$ cat src/rtl/vas_pkg.sv
`timescale 1ns / 1ps

package vas_pkg;

   localparam int OPERATION_W = 1;
   localparam int SOUND_W     = 8;
   localparam int INDEX_W     = 3;
   localparam int SLOT_W      = 3;
   localparam int BUSY_OUT_W  = 4;
   localparam int STAMP_W     = 64;
   localparam int STEAL_W     = 32;

   localparam logic [OPERATION_W-1:0] OP_TRIGGER = 1'b0;
   localparam logic [OPERATION_W-1:0] OP_RELEASE = 1'b1;

   typedef enum logic [1:0] {
      ST_IDLE,
      ST_SCAN,
      ST_FINISH
   } state_type;

endpackage

$ cat src/rtl/vas_req_if.sv
`timescale 1ns / 1ps

interface vas_req_if;
   import vas_pkg::*;

   logic                   valid;
   logic                   ready;
   logic [OPERATION_W-1:0] operation;
   logic [SOUND_W-1:0]     sound_id;
   logic [INDEX_W-1:0]     voice_index;

   modport source (output valid, operation, sound_id, voice_index, input ready);
   modport sink   (input valid, operation, sound_id, voice_index, output ready);
endinterface

$ cat src/rtl/vas_rsp_if.sv
`timescale 1ns / 1ps

interface vas_rsp_if;
   import vas_pkg::*;

   logic                  valid;
   logic                  ready;
   logic [SLOT_W-1:0]     granted_slot;
   logic [SOUND_W-1:0]    granted_sound;
   logic                  was_stolen;
   logic [STEAL_W-1:0]    steal_total;
   logic [BUSY_OUT_W-1:0] voices_busy;

   modport source (output valid, granted_slot, granted_sound, was_stolen, steal_total,
                   voices_busy, input ready);
   modport sink   (input valid, granted_slot, granted_sound, was_stolen, steal_total,
                   voices_busy, output ready);
endinterface

$ cat src/rtl/voice_allocator_steal_oldest.sv
`timescale 1ns / 1ps

// channel   dir   handshake             payload
// req_if    in    valid/ready           operation, sound_id, voice_index
// rsp_if    out   valid/ready           granted_slot, granted_sound, was_stolen,
//                                       steal_total, voices_busy
//
// a release or a trigger that finds a free voice goes straight to the finish
// state; a steal first scans the stamp memory one entry per cycle for the
// oldest stamp. reset is synchronous and needs no clearing pass. a stalled
// response holds in the output register; the next request is taken meanwhile
// and waits in the finish state until the register frees.

module voice_allocator_steal_oldest #(
   parameter int VOICE_COUNT = 8
) (
   input logic      clock,
   input logic      reset,
   vas_req_if.sink  req_if,
   vas_rsp_if.source rsp_if
);
   import vas_pkg::*;

   localparam int IW = (VOICE_COUNT > 1) ? $clog2(VOICE_COUNT) : 1;
   localparam int CW = IW + 1;
   localparam int BW = $clog2(VOICE_COUNT + 1);

   state_type state_ff, state_in;

   logic [VOICE_COUNT-1:0] on_ff, on_in;
   logic [BW-1:0]          busy_ff, busy_in;
   logic [STAMP_W-1:0]     stamp_ctr_ff, stamp_ctr_in;
   logic [STEAL_W-1:0]     steal_ff, steal_in;

   logic [OPERATION_W-1:0] op_ff, op_in;
   logic [SOUND_W-1:0]     sound_ff, sound_in;
   logic [INDEX_W-1:0]     index_ff, index_in;
   logic [IW-1:0]          pick_ff, pick_in;
   logic                   stolen_ff, stolen_in;
   logic [STAMP_W-1:0]     min_ff, min_in;

   logic [CW-1:0]          cnt_ff, cnt_in;
   logic                   rd_valid_ff, rd_valid_in;
   logic [IW-1:0]          rd_idx_ff, rd_idx_in;
   logic [STAMP_W-1:0]     rd_data_ff;

   logic                   rsp_valid_ff, rsp_valid_in;
   logic [SLOT_W-1:0]      rsp_slot_ff, rsp_slot_in;
   logic [SOUND_W-1:0]     rsp_sound_ff, rsp_sound_in;
   logic                   rsp_stolen_ff, rsp_stolen_in;
   logic [STEAL_W-1:0]     rsp_steal_ff, rsp_steal_in;
   logic [BUSY_OUT_W-1:0]  rsp_busy_ff, rsp_busy_in;

   logic [STAMP_W-1:0] stamp_mem [VOICE_COUNT];

   logic          req_xfer;
   logic          out_free;
   logic          finish_go;
   logic          scan_issue;
   logic          scan_last;
   logic          any_free;
   logic [IW-1:0] free_idx;
   logic [IW-1:0] rel_idx;
   logic          rel_in_range;
   logic          mem_we;

   assign req_xfer     = req_if.valid && req_if.ready;
   assign out_free     = !rsp_valid_ff || rsp_if.ready;
   assign finish_go    = (state_ff == ST_FINISH) && out_free;
   assign scan_issue   = (state_ff == ST_SCAN) && (cnt_ff < CW'(VOICE_COUNT));
   assign scan_last    = rd_valid_ff && (rd_idx_ff == IW'(VOICE_COUNT - 1));
   assign rel_idx      = IW'(index_ff);
   assign rel_in_range = 32'(index_ff) < 32'(VOICE_COUNT);

   // lowest-index free voice
   always_comb begin
      any_free = 1'b0;
      free_idx = '0;
      for (int i = VOICE_COUNT - 1; i >= 0; i--) begin
         if (!on_ff[i]) begin
            any_free = 1'b1;
            free_idx = IW'(i);
         end
      end
   end

   // next state
   always_comb begin
      state_in = state_ff;
      unique case (state_ff)
         ST_IDLE: begin
            if (req_xfer) begin
               if (req_if.operation == OP_TRIGGER && !any_free) begin
                  state_in = ST_SCAN;
               end else begin
                  state_in = ST_FINISH;
               end
            end
         end
         ST_SCAN: begin
            if (scan_last) begin
               state_in = ST_FINISH;
            end
         end
         ST_FINISH: begin
            if (out_free) begin
               state_in = ST_IDLE;
            end
         end
         default: state_in = ST_IDLE;
      endcase
   end

   // outputs
   always_comb begin
      req_if.ready = (state_ff == ST_IDLE);
      mem_we       = finish_go && (op_ff == OP_TRIGGER);
   end

   // datapath
   always_comb begin
      on_in         = on_ff;
      busy_in       = busy_ff;
      stamp_ctr_in  = stamp_ctr_ff;
      steal_in      = steal_ff;
      op_in         = op_ff;
      sound_in      = sound_ff;
      index_in      = index_ff;
      pick_in       = pick_ff;
      stolen_in     = stolen_ff;
      min_in        = min_ff;
      cnt_in        = cnt_ff;
      rd_valid_in   = scan_issue;
      rd_idx_in     = cnt_ff[IW-1:0];
      rsp_valid_in  = rsp_valid_ff && !rsp_if.ready;
      rsp_slot_in   = rsp_slot_ff;
      rsp_sound_in  = rsp_sound_ff;
      rsp_stolen_in = rsp_stolen_ff;
      rsp_steal_in  = rsp_steal_ff;
      rsp_busy_in   = rsp_busy_ff;

      if (req_xfer) begin
         op_in     = req_if.operation;
         sound_in  = req_if.sound_id;
         index_in  = req_if.voice_index;
         pick_in   = free_idx;
         stolen_in = (req_if.operation == OP_TRIGGER) && !any_free;
         cnt_in    = '0;
      end

      if (scan_issue) begin
         cnt_in = cnt_ff + CW'(1);
      end

      // strict compare keeps the lowest index on ties
      if (rd_valid_ff && (rd_idx_ff == '0 || rd_data_ff < min_ff)) begin
         min_in  = rd_data_ff;
         pick_in = rd_idx_ff;
      end

      if (finish_go) begin
         rsp_valid_in  = 1'b1;
         rsp_stolen_in = 1'b0;
         rsp_sound_in  = '0;
         rsp_slot_in   = index_ff;
         if (op_ff == OP_TRIGGER) begin
            on_in[pick_ff] = 1'b1;
            stamp_ctr_in   = stamp_ctr_ff + STAMP_W'(1);
            rsp_slot_in    = SLOT_W'(pick_ff);
            rsp_sound_in   = sound_ff;
            rsp_stolen_in  = stolen_ff;
            if (stolen_ff) begin
               steal_in = steal_ff + STEAL_W'(1);
            end else begin
               busy_in = busy_ff + BW'(1);
            end
         end else if (rel_in_range && on_ff[rel_idx]) begin
            on_in[rel_idx] = 1'b0;
            busy_in        = busy_ff - BW'(1);
         end
         rsp_steal_in = (op_ff == OP_TRIGGER && stolen_ff) ? steal_ff + STEAL_W'(1) : steal_ff;
         rsp_busy_in  = BUSY_OUT_W'(busy_in);
      end
   end

   // control registers
   always_ff @(posedge clock) begin
      if (reset) begin
         state_ff     <= ST_IDLE;
         on_ff        <= '0;
         busy_ff      <= '0;
         stamp_ctr_ff <= '0;
         steal_ff     <= '0;
         cnt_ff       <= '0;
         rd_valid_ff  <= 1'b0;
         rsp_valid_ff <= 1'b0;
      end else begin
         state_ff     <= state_in;
         on_ff        <= on_in;
         busy_ff      <= busy_in;
         stamp_ctr_ff <= stamp_ctr_in;
         steal_ff     <= steal_in;
         cnt_ff       <= cnt_in;
         rd_valid_ff  <= rd_valid_in;
         rsp_valid_ff <= rsp_valid_in;
      end
   end

   // payload registers
   always_ff @(posedge clock) begin
      op_ff         <= op_in;
      sound_ff      <= sound_in;
      index_ff      <= index_in;
      pick_ff       <= pick_in;
      stolen_ff     <= stolen_in;
      min_ff        <= min_in;
      rd_idx_ff     <= rd_idx_in;
      rsp_slot_ff   <= rsp_slot_in;
      rsp_sound_ff  <= rsp_sound_in;
      rsp_stolen_ff <= rsp_stolen_in;
      rsp_steal_ff  <= rsp_steal_in;
      rsp_busy_ff   <= rsp_busy_in;
   end

   // stamp memory; read every cycle, but the data is used only while every voice is on, so every entry used was written
   always_ff @(posedge clock) begin
      if (mem_we) begin
         stamp_mem[pick_ff] <= stamp_ctr_ff;
      end
      rd_data_ff <= stamp_mem[cnt_ff[IW-1:0]];
   end

   assign rsp_if.valid         = rsp_valid_ff;
   assign rsp_if.granted_slot  = rsp_slot_ff;
   assign rsp_if.granted_sound = rsp_sound_ff;
   assign rsp_if.was_stolen    = rsp_stolen_ff;
   assign rsp_if.steal_total   = rsp_steal_ff;
   assign rsp_if.voices_busy   = rsp_busy_ff;

endmodule

$ cat src/flat_wrapper.sv
// flat-port wrapper written by rule: the top's interface ports become plain ports
module voice_allocator_steal_oldest_flat import vas_pkg::*;
#(
   parameter int VOICE_COUNT = 8
)
  (clock, reset, req_if_valid, req_if_operation, req_if_sound_id, req_if_voice_index, req_if_ready, rsp_if_valid, rsp_if_granted_slot, rsp_if_granted_sound, rsp_if_was_stolen, rsp_if_steal_total, rsp_if_voices_busy, rsp_if_ready);
  vas_req_if req_if_i ();
  vas_rsp_if rsp_if_i ();
  input logic clock;
  input logic reset;
  input wire logic [$bits(req_if_i.valid)-1:0] req_if_valid;
  input wire logic [$bits(req_if_i.operation)-1:0] req_if_operation;
  input wire logic [$bits(req_if_i.sound_id)-1:0] req_if_sound_id;
  input wire logic [$bits(req_if_i.voice_index)-1:0] req_if_voice_index;
  output wire logic [$bits(req_if_i.ready)-1:0] req_if_ready;
  output wire logic [$bits(rsp_if_i.valid)-1:0] rsp_if_valid;
  output wire logic [$bits(rsp_if_i.granted_slot)-1:0] rsp_if_granted_slot;
  output wire logic [$bits(rsp_if_i.granted_sound)-1:0] rsp_if_granted_sound;
  output wire logic [$bits(rsp_if_i.was_stolen)-1:0] rsp_if_was_stolen;
  output wire logic [$bits(rsp_if_i.steal_total)-1:0] rsp_if_steal_total;
  output wire logic [$bits(rsp_if_i.voices_busy)-1:0] rsp_if_voices_busy;
  input wire logic [$bits(rsp_if_i.ready)-1:0] rsp_if_ready;
  assign req_if_i.valid = req_if_valid;
  assign req_if_i.operation = req_if_operation;
  assign req_if_i.sound_id = req_if_sound_id;
  assign req_if_i.voice_index = req_if_voice_index;
  assign req_if_ready = req_if_i.ready;
  assign rsp_if_valid = rsp_if_i.valid;
  assign rsp_if_granted_slot = rsp_if_i.granted_slot;
  assign rsp_if_granted_sound = rsp_if_i.granted_sound;
  assign rsp_if_was_stolen = rsp_if_i.was_stolen;
  assign rsp_if_steal_total = rsp_if_i.steal_total;
  assign rsp_if_voices_busy = rsp_if_i.voices_busy;
  assign rsp_if_i.ready = rsp_if_ready;
  voice_allocator_steal_oldest #(.VOICE_COUNT(VOICE_COUNT)) u_core (.clock(clock), .reset(reset), .req_if(req_if_i), .rsp_if(rsp_if_i));
endmodule
$ cat config.mk
export PLATFORM = sky130hd
export DESIGN_NAME = voice_allocator_steal_oldest_flat
export DESIGN_NICKNAME = d
export VERILOG_FILES = /design/src/rtl/vas_pkg.sv /design/src/rtl/vas_req_if.sv /design/src/rtl/vas_rsp_if.sv /design/src/rtl/voice_allocator_steal_oldest.sv /design/src/flat_wrapper.sv
export SDC_FILE = /design/constraint.sdc
export NUM_CORES = 1
export LEC_CHECK = 0
export ABC_AREA = 1
export ABC_CLOCK_PERIOD_IN_PS = 19760
export BUFFER_PORTS_ARGS = -buffer_cell sky130_fd_sc_hd__buf_4
export CAP_MARGIN = 15
export CORE_MARGIN = 1.5
export CORE_UTILIZATION = 55
export CTS_BUF_LIST = sky130_fd_sc_hd__clkbuf_16
export DETAILED_ROUTE_END_ITERATION = 10
export PLACE_DENSITY = 0.8
export SLEW_MARGIN = 0
export SYNTH_ARGS = -nofsm -noshare
export SYNTH_HDL_FRONTEND = slang
export SYNTH_SLANG_ARGS = --single-unit
export TNS_END_PERCENT = 50
$ cat constraint.sdc
create_clock -name clock -period 19.76 [get_ports clock]
set_clock_uncertainty 0.15 [all_clocks]
set_input_delay 4.94 -clock clock [delete_from_list [all_inputs] [get_ports clock]]
set_output_delay 4.94 -clock clock [all_outputs]
set_load 0.01 [all_outputs]
==> flow_metrics.env <==
export IMPL_status="finished, final reports clean"
export IMPL_clockRootBuffer="clkbuf_16"
export IMPL_cts_resized=0
export IMPL_grt_overflow_total=0
export IMPL_p_switching_uw=699
export IMPL_pwr_density_cell_mw_per_mm2=92.0
export IMPL_syn_instance_count=3077
export IMPL_start_util=0.558
export IMPL_drive_gt1_frac=0.0811
export IMPL_cts_hold_buffers=0
export IMPL_clk_pin_slew_ns=0.06
export IMPL_switching_share=0.202
export IMPL_crit_path_start_kind="primary input"
export IMPL_grt_max_degree=231
export IMPL_drcViolationCount=0
export IMPL_setup_tns_ns=0
export IMPL_viasPerCell=5.72
export IMPL_cts_tree="built"
export IMPL_syn_avg_cell_area_um2=11.0
export IMPL_cts_path_max_buffers=3
export IMPL_ant_nets=0
export IMPL_drt_first_iter_violations=2215
export IMPL_port_buffers=65
export IMPL_cpMaxStageDelayCell="nor2_4"
export IMPL_critical_path_class="primary input to flip-flop"
export IMPL_synth_edff_count=640
export IMPL_die_area_mm2=0.0630
export IMPL_power_internal_uw=2760
export IMPL_syn_area_mm2=0.0338
export IMPL_tightest_slew_ns=1.14
export IMPL_nFillCells=4477
export IMPL_totalWireLength_um=72400
export IMPL_wire_per_inst_um=18.3
export IMPL_grt_pass1_vias=22200
export IMPL_yosysSeqAreaShare=0.677
export IMPL_htreeDepth=3
export IMPL_num_io_pins=66
export IMPL_post_dp_hpwl_um=41600
export IMPL_seqPwrFrac=0.545
export IMPL_async_flop_share=0
export IMPL_num_nets_final=3199
export IMPL_final_common_cell="edfxtp_1"
export IMPL_hold_path_class="flip-flop to flip-flop"
export IMPL_cp_data_required_time_ns=19.87
export IMPL_crit_chain="buf_4 -> nor2_1 -> nor2_4 -> nand2_2 -> nor2_1 -> inv_1 -> nor2_4 -> buf_4"
export IMPL_p_leak_uw=0.0134
export IMPL_ir_worst_vdd_uv=71.7
export IMPL_rsz0062_at_grt="no"
export IMPL_whs_ns=0.280
export IMPL_post_cts_buffers=0
export IMPL_die_h_um=251
export IMPL_finalCriticalPeriod_ns=7.26
export IMPL_grt_usage=0.232
export IMPL_grt_pass1_wl_um=116000
export IMPL_min_period_over_period=0.367
export IMPL_synth_seq_cells=823
export IMPL_fp_dieW_um=251
export IMPL_syn_num_nets=3161
export IMPL_final_max_slew_viol_count=0
export IMPL_path_max_fanout=39
export IMPL_finalHoldViolations=0
export IMPL_synthDistinctLibCells=45
export IMPL_gp_congestion=0.899
export IMPL_end_kind="flip-flop"
export IMPL_ys_warn_count=0
export IMPL_core_area_mm2=0.0606
export IMPL_combPwrFrac=0.022
export IMPL_first_pass_iters=7
export IMPL_cp_data_arrival_time_ns=7.37
export IMPL_maxSlewHeadroom=0.242
export IMPL_vias=22700
export IMPL_grt_antenna_before_repair=0
export IMPL_finalSetupViolCount=0
export IMPL_power_share_clock=0.432
export IMPL_core_rowCount=90
export IMPL_layout_common_cells="edfxtp_1 (640), nor2_1 (621), o21ai_0 (343), nand2_1 (289), inv_1 (268)"
export IMPL_syn2layout_area_growth_pct=11.2
export IMPL_drv_cap=0
export IMPL_num_antenna_cells=0
export IMPL_fmax_ghz=0.138
export IMPL_clk_latency_ns=0.63
export IMPL_clock_sinks=823
export IMPL_slowest_delay_ns=0.74
export IMPL_ys_flop_type="edfxtp_1"
export IMPL_cts_made_buffers=80
==> power groups by stage <==
stage	clock network, uW	logic, uW	registers [uW]
6_report	1500	77.6	1880
5_1_grt	1570	86.5	1890
4_1_cts	1510	78.1	1880
3_5_place_dp	0	77.5	1920
3_3_place_gp	0	75.7	1920
2_1_floorplan	0	44.1	1920
==> metal layers <==
metal	track usage	wire length, um	vias up
met1	0.307	29600	10900
met4	0.0731	1680	0
li1	-	-	10800
met3	0.0316	5090	123
met5	0	0	-
met2	0.398	36000	858
==> cell type report <==
| class | count | area, um^2 | area share |
|---|---|---|---|
| clock buffers | 84 | 2100 | 0.0559 |
| multi-input cells | 1870 | 9530 | 0.253 |
| flip-flops and latches | 823 | 22900 | 0.609 |
| repair buffers | 87 | 666 | 0.0177 |
| well taps | 782 | 978 | 0.0260 |
| inverters | 253 | 961 | 0.0256 |
| clock inverters | 65 | 479 | 0.0127 |
==> state kept, by name (all words and copies together), names as in the netlist, 8 cells and up <==
signal,cells
u_core.stamp_mem,512
u_core.min_ff,64
u_core.rd_data_ff,64
u_core.stamp_ctr_ff,64
u_core.rsp_if.steal_total,32
u_core.steal_ff,32
u_core.on_ff,8
u_core.rsp_if.granted_sound,8
u_core.sound_ff,8
==> through the flow <==
step / total power [uW] / utilization / area [um^2] / worst slack, ns / cells
final: 3460 / 0.621 / 37600 / 12.50 / 3964
after global placement: 2000 / 0.578 / 35000 / 11.96 / 3815
after detailed placement: 2000 / 0.578 / 35000 / 11.88 / 3815
after CTS: 3470 / 0.621 / 37600 / 12.54 / 3964
after global routing: 3540 / 0.621 / 37600 / 12.33 / 3964
after floorplan: 1970 / - / 33800 / 8.41 / 3077
==> worst max-delay path: cells and delay by family <==
kind | cells | cell delay, ns
buffers and inverters | 3 | 0.93
AND/OR/NAND/NOR | 5 | 1.48
==> path summary, 6_finish.rpt <==
| kind | start | to | slack, ns | depth (start not counted) |
|---|---|---|---|---|
| max | rsp_if_ready | u_core.stamp_mem[3][48]$_DFFE_PP_ | 12.50 | 8 |
| min | u_core.cnt_ff[2]$_SDFFE_PP0P_ | u_core.rd_idx_ff[2]$_DFF_P_ | 0.28 | 0 |
| max reg2reg | u_core.min_ff[3]$_DFFE_PP_ | u_core.min_ff[33]$_DFFE_PP_ | 16.02 | 16 |
| min reg2reg | u_core.cnt_ff[2]$_SDFFE_PP0P_ | u_core.rd_idx_ff[2]$_DFF_P_ | 0.28 | 0 |
==> synthesized netlist by cell type, types with 2 or more instances <==
library cell	n	area, um^2
nor2_8	2	40.0
nor4_1	7	43.8
a211oi_1	2	15.0
nand2_4	2	22.5
edfxtp_1	640	19200
o21bai_1	2	15.0
nand2_2	4	25.0
o21a_1	4	30.0
buf_1	22	82.6
or2_2	2	12.5
nor3b_1	6	45.0
clkinv_1	2	7.51
nor3_2	8	80.1
o211ai_1	13	97.6
and3_1	3	18.8
o31ai_1	4	30.0
o21ai_0	343	1720
or4_1	2	15.0
nand4_1	36	225
inv_2	5	18.8
nor2_1	626	2350
nor2_4	5	56.3
inv_1	246	923
nand3_4	3	52.6
nand3_2	2	20.0
nor3_1	57	285
ha_1	68	851
o22ai_1	67	419
nor2_2	8	50.1
buf_2	9	45.0
a21oi_1	98	490
clkbuf_1	100	375
xnor2_1	10	87.6
nand3_1	60	300
dfxtp_1	183	3660
nand2_1	289	1080
xor2_1	43	377
nand3b_1	5	37.5
o21ai_1	7	35.0
nor3b_2	2	25.0
a31oi_1	76	475
==> kinds of logic (layout without fill, tap and decap cells) <==
logic type	after synthesis	count (layout)	synth area share
flops	823	823	0.677
compound gates	617	617	0.0986
xor+xnor	53	53	0.0137
simple gates	1132	1132	0.143
fa+ha+maj	68	68	0.0252
buf+inv	384	489	0.0430
(Power assumes the default switching activity.)
